### config.mk
export PLATFORM = sky130hd
export DESIGN_NAME = heading_turn_pid_top
export DESIGN_NICKNAME = d
export VERILOG_FILES = /design/src/sv/htp_pkg.sv /design/src/sv/htp_csr.sv /design/src/sv/htp_ctrl.sv /design/src/sv/htp_dp.sv /design/src/sv/heading_turn_pid_top.sv
export SDC_FILE = /design/constraint.sdc
export NUM_CORES = 2
export LEC_CHECK = 0
export BUFFER_PORTS_ARGS = -buffer_cell sky130_fd_sc_hd__buf_2
export CELL_PAD_IN_SITES_DETAIL_PLACEMENT = 0
export CELL_PAD_IN_SITES_GLOBAL_PLACEMENT = 1
export CORE_UTILIZATION = 30
export CTS_CLUSTER_DIAMETER = 100
export DETAILED_ROUTE_END_ITERATION = 7
export HOLD_SLACK_MARGIN = 0.15
export PLACE_DENSITY = 0.52
export SLEW_MARGIN = 25
export SYNTH_ARGS = -nofsm -noshare
export SYNTH_HDL_FRONTEND = slang
export SYNTH_SLANG_ARGS = --single-unit
export TNS_END_PERCENT = 1
### constraint.sdc
create_clock -name clock -period 13.1 [get_ports clock]
set_input_delay 2.62 -clock clock [delete_from_list [all_inputs] [get_ports clock]]
set_output_delay 2.62 -clock clock [all_outputs]
set_load 0.01 [all_outputs]
### src/sv/htp_pkg.sv
// Shared types, codes and constants of the heading turn controller.
package htp_pkg;

   localparam int AngleW  = 24;
   localparam int ErrW    = 25;
   localparam int IntW    = 26;
   localparam int DiffW   = 26;
   localparam int GainW   = 16;
   localparam int ScaleW  = 13;
   localparam int Tmag9W  = 27;
   localparam int E10W    = 29;
   localparam int MulAW   = 27;
   localparam int MulBW   = 17;
   localparam int ProdW   = 44;
   localparam int PaccW   = 58;
   localparam int PmagW   = 57;
   localparam int UmW     = 33;
   localparam int SpeedW  = 19;
   localparam int SatW    = 18;
   localparam int StatusW = 2;
   localparam int StallW  = 5;
   localparam int IdxW    = 3;
   localparam int SplitW  = 22;
   localparam int RoundSh = 24;

   // Register indexes on the configuration port.
   localparam logic [IdxW-1:0] CSR_TARGET_ANGLE = 3'd0;
   localparam logic [IdxW-1:0] CSR_GAIN_P       = 3'd1;
   localparam logic [IdxW-1:0] CSR_GAIN_I       = 3'd2;
   localparam logic [IdxW-1:0] CSR_GAIN_D       = 3'd3;
   localparam logic [IdxW-1:0] CSR_OUTPUT_SCALE = 3'd4;

   localparam logic [GainW-1:0]  GAIN_P_RESET       = 16'd11469;
   localparam logic [GainW-1:0]  GAIN_I_RESET       = 16'd143;
   localparam logic [GainW-1:0]  GAIN_D_RESET       = 16'd20480;
   localparam logic [ScaleW-1:0] OUTPUT_SCALE_RESET = 13'd4096;

   // Result status codes.
   localparam logic [StatusW-1:0] STATUS_DRIVING = 2'd0;
   localparam logic [StatusW-1:0] STATUS_SETTLED = 2'd1;
   localparam logic [StatusW-1:0] STATUS_STALLED = 2'd2;
   localparam logic [StatusW-1:0] STATUS_IDLE    = 2'd3;

   localparam logic [ErrW-1:0]   SETTLE_BAND    = 25'd512;
   localparam logic [AngleW-1:0] STILL_BAND     = 24'd77;
   localparam logic [StallW-1:0] STALL_LIMIT    = 5'd20;
   localparam logic [StallW-1:0] STALL_MAX      = 5'd31;
   localparam logic [IntW-1:0]   INTEGRAL_LIMIT = 26'd256000;
   localparam logic [UmW-1:0]    SPEED_LIMIT    = 33'd153600;
   localparam logic [PmagW-1:0]  ROUND_HALF     = 57'h800000;

   typedef struct packed {
      logic signed [AngleW-1:0] target_angle;
      logic [GainW-1:0]         gain_p;
      logic [GainW-1:0]         gain_i;
      logic [GainW-1:0]         gain_d;
      logic [ScaleW-1:0]        output_scale;
   } cfg_type;

   typedef enum logic [3:0] {
      ST_IDLE,
      ST_DIFF,
      ST_ERR,
      ST_MAG,
      ST_DECIDE,
      ST_MUL_P,
      ST_MUL_I,
      ST_MUL_D,
      ST_SUM,
      ST_SCL_LO,
      ST_SCL_HI,
      ST_SCL_ADD,
      ST_PMAG,
      ST_ROUND,
      ST_OUT
   } state_type;

   typedef enum logic [2:0] {
      OC_START,
      OC_IDLE,
      OC_SETTLED,
      OC_STALLED,
      OC_DRIVE
   } outcome_type;

   typedef enum logic [2:0] {
      MS_P,
      MS_I,
      MS_D,
      MS_LO,
      MS_HI
   } mul_sel_type;

   typedef struct packed {
      logic        load_in;
      logic        step_diff;
      logic        step_err;
      logic        step_mag;
      logic        decide;
      outcome_type outcome;
      logic        mul_en;
      mul_sel_type mul_sel;
      logic        acc_load;
      logic        acc_add;
      logic        pacc_load;
      logic        pacc_add;
      logic        step_pmag;
      logic        step_round;
      logic        load_rsp;
   } cmd_type;

   typedef struct packed {
      logic start;
      logic active;
      logic settled;
      logic stalled;
   } stat_type;

endpackage

### src/sv/htp_csr.sv
// Configuration register file of the heading turn controller.
module htp_csr (
   input  logic                                    clock,
   input  logic                                    reset,
   input  logic                                    csr_valid,
   output logic                                    csr_ready,
   input  logic [htp_pkg::IdxW-1:0]                csr_index,
   input  logic [htp_pkg::AngleW-1:0]              csr_data,
   output htp_pkg::cfg_type                        cfg
);
   import htp_pkg::*;

   cfg_type cfg_ff;
   cfg_type cfg_in;

   assign csr_ready = 1'b1;
   assign cfg       = cfg_ff;

   always_comb begin
      cfg_in = cfg_ff;
      if (csr_valid) begin
         case (csr_index)
            CSR_TARGET_ANGLE: cfg_in.target_angle = $signed(csr_data);
            CSR_GAIN_P:       cfg_in.gain_p       = csr_data[GainW-1:0];
            CSR_GAIN_I:       cfg_in.gain_i       = csr_data[GainW-1:0];
            CSR_GAIN_D:       cfg_in.gain_d       = csr_data[GainW-1:0];
            CSR_OUTPUT_SCALE: cfg_in.output_scale = csr_data[ScaleW-1:0];
            default: ;
         endcase
      end
   end

   always_ff @(posedge clock) begin
      if (reset) begin
         cfg_ff.target_angle <= '0;
         cfg_ff.gain_p       <= GAIN_P_RESET;
         cfg_ff.gain_i       <= GAIN_I_RESET;
         cfg_ff.gain_d       <= GAIN_D_RESET;
         cfg_ff.output_scale <= OUTPUT_SCALE_RESET;
      end else begin
         cfg_ff <= cfg_in;
      end
   end

endmodule

### src/sv/htp_ctrl.sv
// Sequencing state machine and result handshake of the heading turn controller.
module htp_ctrl (
   input  logic              clock,
   input  logic              reset,
   input  logic              req_valid,
   output logic              req_ready,
   output logic              rsp_valid,
   input  logic              rsp_ready,
   input  htp_pkg::stat_type stat,
   output htp_pkg::cmd_type  cmd
);
   import htp_pkg::*;

   state_type   state_ff;
   state_type   state_in;
   logic        rsp_valid_ff;
   logic        rsp_valid_in;
   logic        can_load;
   outcome_type outcome;

   assign req_ready = (state_ff == ST_IDLE);
   assign rsp_valid = rsp_valid_ff;
   assign can_load  = !rsp_valid_ff || rsp_ready;

   // Start beats everything, then the idle case, then settling, then stalling.
   always_comb begin
      if (stat.start) begin
         outcome = OC_START;
      end else if (!stat.active) begin
         outcome = OC_IDLE;
      end else if (stat.settled) begin
         outcome = OC_SETTLED;
      end else if (stat.stalled) begin
         outcome = OC_STALLED;
      end else begin
         outcome = OC_DRIVE;
      end
   end

   always_comb begin
      state_in = state_ff;
      case (state_ff)
         ST_IDLE:    if (req_valid) state_in = ST_DIFF;
         ST_DIFF:    state_in = ST_ERR;
         ST_ERR:     state_in = ST_MAG;
         ST_MAG:     state_in = ST_DECIDE;
         ST_DECIDE:  state_in = (outcome == OC_DRIVE) ? ST_MUL_P : ST_OUT;
         ST_MUL_P:   state_in = ST_MUL_I;
         ST_MUL_I:   state_in = ST_MUL_D;
         ST_MUL_D:   state_in = ST_SUM;
         ST_SUM:     state_in = ST_SCL_LO;
         ST_SCL_LO:  state_in = ST_SCL_HI;
         ST_SCL_HI:  state_in = ST_SCL_ADD;
         ST_SCL_ADD: state_in = ST_PMAG;
         ST_PMAG:    state_in = ST_ROUND;
         ST_ROUND:   state_in = ST_OUT;
         ST_OUT:     if (can_load) state_in = ST_IDLE;
         default:    state_in = ST_IDLE;
      endcase
   end

   always_comb begin
      cmd         = '0;
      cmd.outcome = OC_IDLE;
      cmd.mul_sel = MS_P;
      case (state_ff)
         ST_IDLE:    cmd.load_in   = req_valid;
         ST_DIFF:    cmd.step_diff = 1'b1;
         ST_ERR:     cmd.step_err  = 1'b1;
         ST_MAG:     cmd.step_mag  = 1'b1;
         ST_DECIDE: begin
            cmd.decide  = 1'b1;
            cmd.outcome = outcome;
         end
         ST_MUL_P: begin
            cmd.mul_en  = 1'b1;
            cmd.mul_sel = MS_P;
         end
         ST_MUL_I: begin
            cmd.mul_en   = 1'b1;
            cmd.mul_sel  = MS_I;
            cmd.acc_load = 1'b1;
         end
         ST_MUL_D: begin
            cmd.mul_en  = 1'b1;
            cmd.mul_sel = MS_D;
            cmd.acc_add = 1'b1;
         end
         ST_SUM:     cmd.acc_add = 1'b1;
         ST_SCL_LO: begin
            cmd.mul_en  = 1'b1;
            cmd.mul_sel = MS_LO;
         end
         ST_SCL_HI: begin
            cmd.mul_en    = 1'b1;
            cmd.mul_sel   = MS_HI;
            cmd.pacc_load = 1'b1;
         end
         ST_SCL_ADD: cmd.pacc_add   = 1'b1;
         ST_PMAG:    cmd.step_pmag  = 1'b1;
         ST_ROUND:   cmd.step_round = 1'b1;
         ST_OUT:     cmd.load_rsp   = can_load;
         default: ;
      endcase
   end

   always_comb begin
      if (state_ff == ST_OUT && can_load) begin
         rsp_valid_in = 1'b1;
      end else if (rsp_ready) begin
         rsp_valid_in = 1'b0;
      end else begin
         rsp_valid_in = rsp_valid_ff;
      end
   end

   always_ff @(posedge clock) begin
      if (reset) begin
         state_ff     <= ST_IDLE;
         rsp_valid_ff <= 1'b0;
      end else begin
         state_ff     <= state_in;
         rsp_valid_ff <= rsp_valid_in;
      end
   end

endmodule

### src/sv/htp_dp.sv
// Datapath of the heading turn controller: move state, PID arithmetic, output register.
module htp_dp (
   input  logic                                clock,
   input  logic                                reset,
   input  htp_pkg::cmd_type                    cmd,
   input  htp_pkg::cfg_type                    cfg,
   input  logic                                req_start_req,
   input  logic signed [htp_pkg::AngleW-1:0]   req_heading,
   output htp_pkg::stat_type                   stat,
   output logic signed [htp_pkg::SpeedW-1:0]   rsp_speed,
   output logic [htp_pkg::StatusW-1:0]         rsp_status
);
   import htp_pkg::*;

   // Captured item and intermediate values.
   logic                     start_ff, start_in;
   logic signed [AngleW-1:0] heading_ff, heading_in;
   logic signed [AngleW-1:0] turned_ff, turned_in;
   logic signed [AngleW-1:0] delta_ff, delta_in;
   logic signed [ErrW-1:0]   err_ff, err_in;
   logic [AngleW-1:0]        dmag_ff, dmag_in;
   logic [Tmag9W-1:0]        tmag9_ff, tmag9_in;
   logic [ErrW-1:0]          emag_ff, emag_in;
   logic                     imag_ok_ff, imag_ok_in;
   logic signed [DiffW-1:0]  diff_ff, diff_in;
   outcome_type              outcome_ff, outcome_in;

   // Move state.
   logic                     active_ff, active_in;
   logic signed [AngleW-1:0] ref_ff, ref_in;
   logic signed [AngleW-1:0] prev_h_ff, prev_h_in;
   logic signed [IntW-1:0]   integral_ff, integral_in;
   logic signed [ErrW-1:0]   prev_err_ff, prev_err_in;
   logic [StallW-1:0]        stall_ff, stall_in;

   // Multiply and accumulate.
   logic signed [MulAW-1:0]  mul_a;
   logic signed [MulBW-1:0]  mul_b;
   logic signed [ProdW-1:0]  prod_ff, prod_in;
   logic signed [ProdW-1:0]  acc_ff, acc_in;
   logic signed [PaccW-1:0]  pacc_ff, pacc_in;
   logic                     psign_ff, psign_in;
   logic [PmagW-1:0]         pmag_ff, pmag_in;
   logic [UmW-1:0]           um_ff, um_in;
   logic signed [SpeedW-1:0] rsp_speed_ff, rsp_speed_in;
   logic [StatusW-1:0]       rsp_status_ff, rsp_status_in;

   logic [AngleW-1:0]        tmag;
   logic [IntW-1:0]          imag;
   logic [E10W-1:0]          e10;
   logic                     still;
   logic [StallW-1:0]        stall_next;
   logic                     gate;
   logic signed [IntW-1:0]   err_ext;
   logic [SatW-1:0]          sat_mag;
   logic signed [SpeedW-1:0] speed_drive;

   assign rsp_speed  = rsp_speed_ff;
   assign rsp_status = rsp_status_ff;

   // Angle differences wrap at 24 bits.
   assign turned_in = heading_ff - ref_ff;
   assign delta_in  = heading_ff - prev_h_ff;
   assign err_in    = ErrW'(cfg.target_angle) - ErrW'(turned_ff);
   assign dmag_in   = delta_ff[AngleW-1] ? AngleW'(-delta_ff) : delta_ff;
   assign tmag      = cfg.target_angle[AngleW-1] ? AngleW'(-cfg.target_angle)
                                                 : cfg.target_angle;
   assign tmag9_in  = {tmag, 3'b000} + Tmag9W'(tmag);
   assign emag_in   = err_ff[ErrW-1] ? ErrW'(-err_ff) : err_ff;
   assign imag      = integral_ff[IntW-1] ? IntW'(-integral_ff) : integral_ff;
   assign imag_ok_in = (imag < INTEGRAL_LIMIT);

   assign still      = (dmag_ff < STILL_BAND);
   assign stall_next = !still ? '0 : ((stall_ff == STALL_MAX) ? stall_ff
                                                               : stall_ff + 5'd1);
   assign e10        = E10W'({emag_ff, 3'b000}) + E10W'({emag_ff, 1'b0});
   assign gate       = (e10 < E10W'(tmag9_ff)) && imag_ok_ff;
   assign err_ext    = IntW'(err_ff);
   assign diff_in    = err_ext - IntW'(prev_err_ff);

   assign stat.start   = start_ff;
   assign stat.active  = active_ff;
   assign stat.settled = (emag_ff <= SETTLE_BAND);
   assign stat.stalled = (stall_next > STALL_LIMIT);

   assign start_in   = req_start_req;
   assign heading_in = req_heading;
   assign outcome_in = cmd.outcome;

   always_comb begin
      active_in   = active_ff;
      ref_in      = ref_ff;
      prev_h_in   = prev_h_ff;
      integral_in = integral_ff;
      prev_err_in = prev_err_ff;
      stall_in    = stall_ff;
      if (cmd.decide) begin
         case (cmd.outcome)
            OC_START: begin
               active_in   = 1'b1;
               ref_in      = heading_ff;
               prev_h_in   = heading_ff;
               integral_in = '0;
               prev_err_in = ErrW'(cfg.target_angle);
               stall_in    = '0;
            end
            OC_SETTLED: active_in = 1'b0;
            OC_STALLED: begin
               active_in = 1'b0;
               prev_h_in = heading_ff;
               stall_in  = stall_next;
            end
            OC_DRIVE: begin
               prev_h_in   = heading_ff;
               stall_in    = stall_next;
               prev_err_in = err_ff;
               if (gate) integral_in = integral_ff + err_ext;
            end
            default: ;
         endcase
      end
   end

   // One shared 27 x 17 signed multiplier for the gains and the output scale.
   always_comb begin
      case (cmd.mul_sel)
         MS_P: begin
            mul_a = MulAW'(err_ff);
            mul_b = $signed({1'b0, cfg.gain_p});
         end
         MS_I: begin
            mul_a = MulAW'(integral_ff);
            mul_b = $signed({1'b0, cfg.gain_i});
         end
         MS_D: begin
            mul_a = MulAW'(diff_ff);
            mul_b = $signed({1'b0, cfg.gain_d});
         end
         MS_LO: begin
            mul_a = $signed({{(MulAW-SplitW){1'b0}}, acc_ff[SplitW-1:0]});
            mul_b = $signed({{(MulBW-ScaleW){1'b0}}, cfg.output_scale});
         end
         MS_HI: begin
            mul_a = $signed({{(MulAW-SplitW){acc_ff[ProdW-1]}}, acc_ff[ProdW-1:SplitW]});
            mul_b = $signed({{(MulBW-ScaleW){1'b0}}, cfg.output_scale});
         end
         default: begin
            mul_a = '0;
            mul_b = '0;
         end
      endcase
   end

   assign prod_in = ProdW'(mul_a) * ProdW'(mul_b);

   always_comb begin
      acc_in = acc_ff;
      if (cmd.acc_load) begin
         acc_in = prod_ff;
      end else if (cmd.acc_add) begin
         acc_in = acc_ff + prod_ff;
      end
   end

   // The high partial product is below 2^35 in magnitude, so its low 36 bits carry it.
   always_comb begin
      pacc_in = pacc_ff;
      if (cmd.pacc_load) begin
         pacc_in = PaccW'(prod_ff);
      end else if (cmd.pacc_add) begin
         pacc_in = pacc_ff + $signed({prod_ff[PaccW-SplitW-1:0], {SplitW{1'b0}}});
      end
   end

   assign psign_in = pacc_ff[PaccW-1];
   assign pmag_in  = pacc_ff[PaccW-1] ? PmagW'(-pacc_ff) : pacc_ff[PmagW-1:0];
   assign um_in    = UmW'((pmag_ff + ROUND_HALF) >> RoundSh);

   assign sat_mag     = (um_ff > SPEED_LIMIT) ? SPEED_LIMIT[SatW-1:0] : um_ff[SatW-1:0];
   assign speed_drive = psign_ff ? -$signed({1'b0, sat_mag}) : $signed({1'b0, sat_mag});

   always_comb begin
      case (outcome_ff)
         OC_START:   rsp_status_in = STATUS_DRIVING;
         OC_IDLE:    rsp_status_in = STATUS_IDLE;
         OC_SETTLED: rsp_status_in = STATUS_SETTLED;
         OC_STALLED: rsp_status_in = STATUS_STALLED;
         OC_DRIVE:   rsp_status_in = STATUS_DRIVING;
         default:    rsp_status_in = STATUS_IDLE;
      endcase
      rsp_speed_in = (outcome_ff == OC_DRIVE) ? speed_drive : '0;
   end

   always_ff @(posedge clock) begin
      if (reset) begin
         active_ff   <= 1'b0;
         ref_ff      <= '0;
         prev_h_ff   <= '0;
         integral_ff <= '0;
         prev_err_ff <= '0;
         stall_ff    <= '0;
      end else begin
         active_ff   <= active_in;
         ref_ff      <= ref_in;
         prev_h_ff   <= prev_h_in;
         integral_ff <= integral_in;
         prev_err_ff <= prev_err_in;
         stall_ff    <= stall_in;
      end
   end

   always_ff @(posedge clock) begin
      if (cmd.load_in) begin
         start_ff   <= start_in;
         heading_ff <= heading_in;
      end
      if (cmd.step_diff) begin
         turned_ff <= turned_in;
         delta_ff  <= delta_in;
      end
      if (cmd.step_err) begin
         err_ff   <= err_in;
         dmag_ff  <= dmag_in;
         tmag9_ff <= tmag9_in;
      end
      if (cmd.step_mag) begin
         emag_ff    <= emag_in;
         imag_ok_ff <= imag_ok_in;
      end
      if (cmd.decide) begin
         diff_ff    <= diff_in;
         outcome_ff <= outcome_in;
      end
      if (cmd.mul_en) prod_ff <= prod_in;
      acc_ff  <= acc_in;
      pacc_ff <= pacc_in;
      if (cmd.step_pmag) begin
         psign_ff <= psign_in;
         pmag_ff  <= pmag_in;
      end
      if (cmd.step_round) um_ff <= um_in;
      if (cmd.load_rsp) begin
         rsp_speed_ff  <= rsp_speed_in;
         rsp_status_ff <= rsp_status_in;
      end
   end

endmodule

### src/sv/heading_turn_pid_top.sv
// Top level of the heading turn controller: configuration registers, sequencer, datapath.
//
// This block closes the loop for a turn in place. It takes one heading item per sensor tick
// and returns one result item for each: a left motor speed in 1/256 rpm (the right motors
// take the negated value) and a status of driving, settled, stalled or idle. An item with
// start_req set latches its heading as the reference and clears the move state. Items are
// handled one at a time. A start item, an item while no move is active, and an item that
// ends the move pass through these steps from acceptance until the block is ready again:
// capture, three steps to form and compare the turned angle, error and step size, a
// decision, and a load of the output register. A driving item also passes the PID terms
// and the output scale through a single shared 27 x 17 multiplier, one product per
// cycle, between the decision and the rounding and saturation. The result sits in an output
// register, so the next item is accepted while an earlier result still waits to be taken;
// the block holds its last step only if a new result is ready before the old one is taken.
// Configuration writes are always accepted and should be made while the block is idle.
module heading_turn_pid_top (
   input  logic                                clock,
   input  logic                                reset,
   input  logic                                req_valid,
   output logic                                req_ready,
   input  logic                                req_start_req,
   input  logic signed [htp_pkg::AngleW-1:0]   req_heading,
   output logic                                rsp_valid,
   input  logic                                rsp_ready,
   output logic signed [htp_pkg::SpeedW-1:0]   rsp_speed,
   output logic [htp_pkg::StatusW-1:0]         rsp_status,
   input  logic                                csr_valid,
   output logic                                csr_ready,
   input  logic [htp_pkg::IdxW-1:0]            csr_index,
   input  logic [htp_pkg::AngleW-1:0]          csr_data
);
   import htp_pkg::*;

   // Register values, the sequencer's step commands and the datapath's decision flags.
   cfg_type  cfg;
   cmd_type  cmd;
   stat_type stat;

   htp_csr u_csr (
      .clock     (clock),
      .reset     (reset),
      .csr_valid (csr_valid),
      .csr_ready (csr_ready),
      .csr_index (csr_index),
      .csr_data  (csr_data),
      .cfg       (cfg)
   );

   // The sequencer walks each item through the datapath and owns both handshakes.
   htp_ctrl u_ctrl (
      .clock     (clock),
      .reset     (reset),
      .req_valid (req_valid),
      .req_ready (req_ready),
      .rsp_valid (rsp_valid),
      .rsp_ready (rsp_ready),
      .stat      (stat),
      .cmd       (cmd)
   );

   // The datapath keeps the move state and drives the result payload.
   htp_dp u_dp (
      .clock         (clock),
      .reset         (reset),
      .cmd           (cmd),
      .cfg           (cfg),
      .req_start_req (req_start_req),
      .req_heading   (req_heading),
      .stat          (stat),
      .rsp_speed     (rsp_speed),
      .rsp_status    (rsp_status)
   );

endmodule
==> impl_metrics.env <==
export IMPL_status="finished clean"
export IMPL_path_clk_slew_ns=0.06
export IMPL_maxSlewHeadroom=0.298
export IMPL_worst_setup_path_end_kind="flip-flop"
export IMPL_syn_avg_cell_area_um2=9.23
export IMPL_synthToLayoutAreaGrowth_pct=11.8
export IMPL_grt_usage=0.197
export IMPL_clock_fmax_ghz=0.100
export IMPL_yosys_warnings=0
export IMPL_postCtsSetupRepairBufs=0
export IMPL_finalCriticalPeriod_ns=9.98
export IMPL_synth_async_reset_ratio=0
export IMPL_htreeDepth=3
export IMPL_first_pass_iters=6
export IMPL_overflow=0
export IMPL_yosysSeqAreaShare=0.325
export IMPL_arrival_ns=10.41
export IMPL_critPathKind="reg -> reg"
export IMPL_layout_nets=6600
export IMPL_avgRoutedWirePerCell_um=21.3
export IMPL_finalHoldViolCount=0
export IMPL_critPathLaunchType="flip-flop"
export IMPL_grt_max_degree=78
export IMPL_holdBufCountCts=0
export IMPL_cts_buffers=84
export IMPL_slew_viol_final=0
export IMPL_cp_slowest_cell="a2111oi_0"
export IMPL_setup_viol=0
export IMPL_final_layout_size_suffix_gt1_frac=0.0588
export IMPL_root_buffer="clkbuf_16"
export IMPL_area_sequential_um2=17100
export IMPL_cpLargestDelayFamily="adder cells"
export IMPL_synth_top_area_frac=0.251
export IMPL_setup_tns_ns=0
export IMPL_rsz0062_at_grt="false"
export IMPL_io_buffers=79
export IMPL_netlist_instances=5699
export IMPL_cts_tree="yes"
export IMPL_clk_latency_ns=0.73
export IMPL_path_max_fanout=41
export IMPL_syn_num_nets=6554
export IMPL_ant_nets=0
export IMPL_fillers=18000
export IMPL_yosys_area_top_type="edfxtp_1"
export IMPL_ys_ff_latch=634
export IMPL_synth_common_cells="nand2_1, inv_1, nor2_1"
export IMPL_synthFlopType="edfxtp_1"
export IMPL_synth_area_leaders="edfxtp_1, fa_1, ha_1"
export IMPL_tightest_slew_ns=1.05
export IMPL_clk_path_buf_depth=3
export IMPL_vias=40200
export IMPL_routed_wl_mm=173
export IMPL_cp_common_cell="fa_1"
export IMPL_skew_ns=0.0405
export IMPL_die_h_um=421
export IMPL_gp_congestion=0.865
export IMPL_post_cts_resized=0
export IMPL_synth_most_common_cell="nand2_1"
export IMPL_antenna_found_initial=4
export IMPL_drt_vias_per_instance=4.94
export IMPL_core_um2=174000
export IMPL_drt_iter0_drc=2320
export IMPL_grt_pass1_wl_mm=260
export IMPL_grt_pass1_vias=41400
export IMPL_dieWidth_um=421
export IMPL_clock_sinks=634
export IMPL_drc=0
export IMPL_num_rows=153
export IMPL_fin_crit_sh=0.762
export IMPL_start_util=0.302
export IMPL_maxCapViolCount=0
export IMPL_synth_edf_count=439
export IMPL_io_pins=81
export IMPL_yosysUniqueCellTypes=84
export IMPL_die_area_um2=177000
export IMPL_multiInputGateArea_um2=32300
export IMPL_critPathMaxStageDelay_ns=0.84
export IMPL_required_ns=13.53
export IMPL_critPathBufInv=6
export IMPL_syn_area_um2=52600
export IMPL_rrSetupSlack_ns=3.12
export IMPL_min_path_type="reg -> reg"
export IMPL_dpl_hpwl_mm=137
worst min-delay path, stage by stage, from the launching register on:
cell and delay [ns]:
dfxtp_1 0.30, nand2_1 0.05, a21oi_1 0.05
sequential cells by signal (all words and copies together) (netlist names), 26 cells and up:
signal,flops
u_csr.cfg,85
u_dp.um_ff,33
u_dp.diff_ff,26
u_dp.integral_ff,26
u_dp.tmag9_ff,27
u_dp.acc_ff,44
u_dp.pacc_ff,58
u_dp.pmag_ff,34
u_dp.prod_ff,44
final timing paths:
path                                                 startpoint                             end  depth (start not counted)
worst max register to register  u_ctrl.state_ff[2]$_SDFFE_PP0P_      u_dp.prod_ff[43]$_DFFE_PN_                         30
worst max-delay path            u_ctrl.state_ff[2]$_SDFFE_PP0P_      u_dp.prod_ff[43]$_DFFE_PN_                         30
worst min-delay path             u_dp.prev_h_ff[9]$_SDFFE_PP0P_  u_dp.prev_h_ff[9]$_SDFFE_PP0P_                          2
worst min register to register   u_dp.prev_h_ff[9]$_SDFFE_PP0P_  u_dp.prev_h_ff[9]$_SDFFE_PP0P_                          2
layer usage:
metal | wire [µm] | part of all wire | vias to the layer above | GRT usage
met5 | 13 | 0.000075 | - | 0
met3 | 5690 | 0.033 | 232 | 0.0246
met4 | 6290 | 0.036 | 2 | 0.0685
li1 | - | - | 19500 | -
met2 | 86300 | 0.50 | 664 | 0.354
met1 | 74800 | 0.43 | 19900 | 0.240
layout by cell type, fill, tap and decap left out, types with 69 or more instances in the layout:
master     Yosys  layout
nand2_1      794     791
inv_1        719     718
nor2_1       458     451
edfxtp_1     439     439
fa_1         418     418
ha_1         380     380
a21oi_1      381     379
xnor2_1      285     285
o21ai_0      209     209
dfxtp_1      195     195
a21o_1       112     112
nand3_1      101     101
xor2_1        98      98
clkbuf_16      0      87
and3_1        86      85
buf_2          2      78
buf_4          1      69
cell families after synthesis:
kind of cell	Yosys count	share of synthesized area
flip-flops	634	0.325
buffers and inverters	909	0.0650
AND/OR/NAND/NOR	1850	0.160
adder cells (fa/ha/maj)	798	0.250
multiplexers	11	0.00219
XOR/XNOR	383	0.0638
AO/OA/AOI/OAI	1113	0.135
other	1	0.0000713
cell type report:
type,count,area share
Antenna cell,1,0.0000426
Multi-Input combinational cell,4156,0.549
Clock buffer,114,0.0398
Tap cell,2325,0.0495
Timing Repair Buffer,150,0.0162
Sequential cell,634,0.291
Inverter,719,0.0459
Clock inverter,39,0.00915
stage by stage:
step                      cell area (µm²)  cells  setup slack (ns)  hold slack, ns   util
final                               58800   8138              3.12           0.447  0.338
after global routing                58800   8137              2.63           0.467  0.338
after CTS                           58800   8137              3.11           0.451  0.338
after detailed placement            55900   7984              3.11           0.444  0.321
after global placement              55900   7983              3.14           0.439  0.321
after floorplan                     52600   5699              4.97           0.424      -
Power is left out: the tool's default activity adds up to more than one toggle a clock period on the data nets, which glitch-free logic cannot reach.
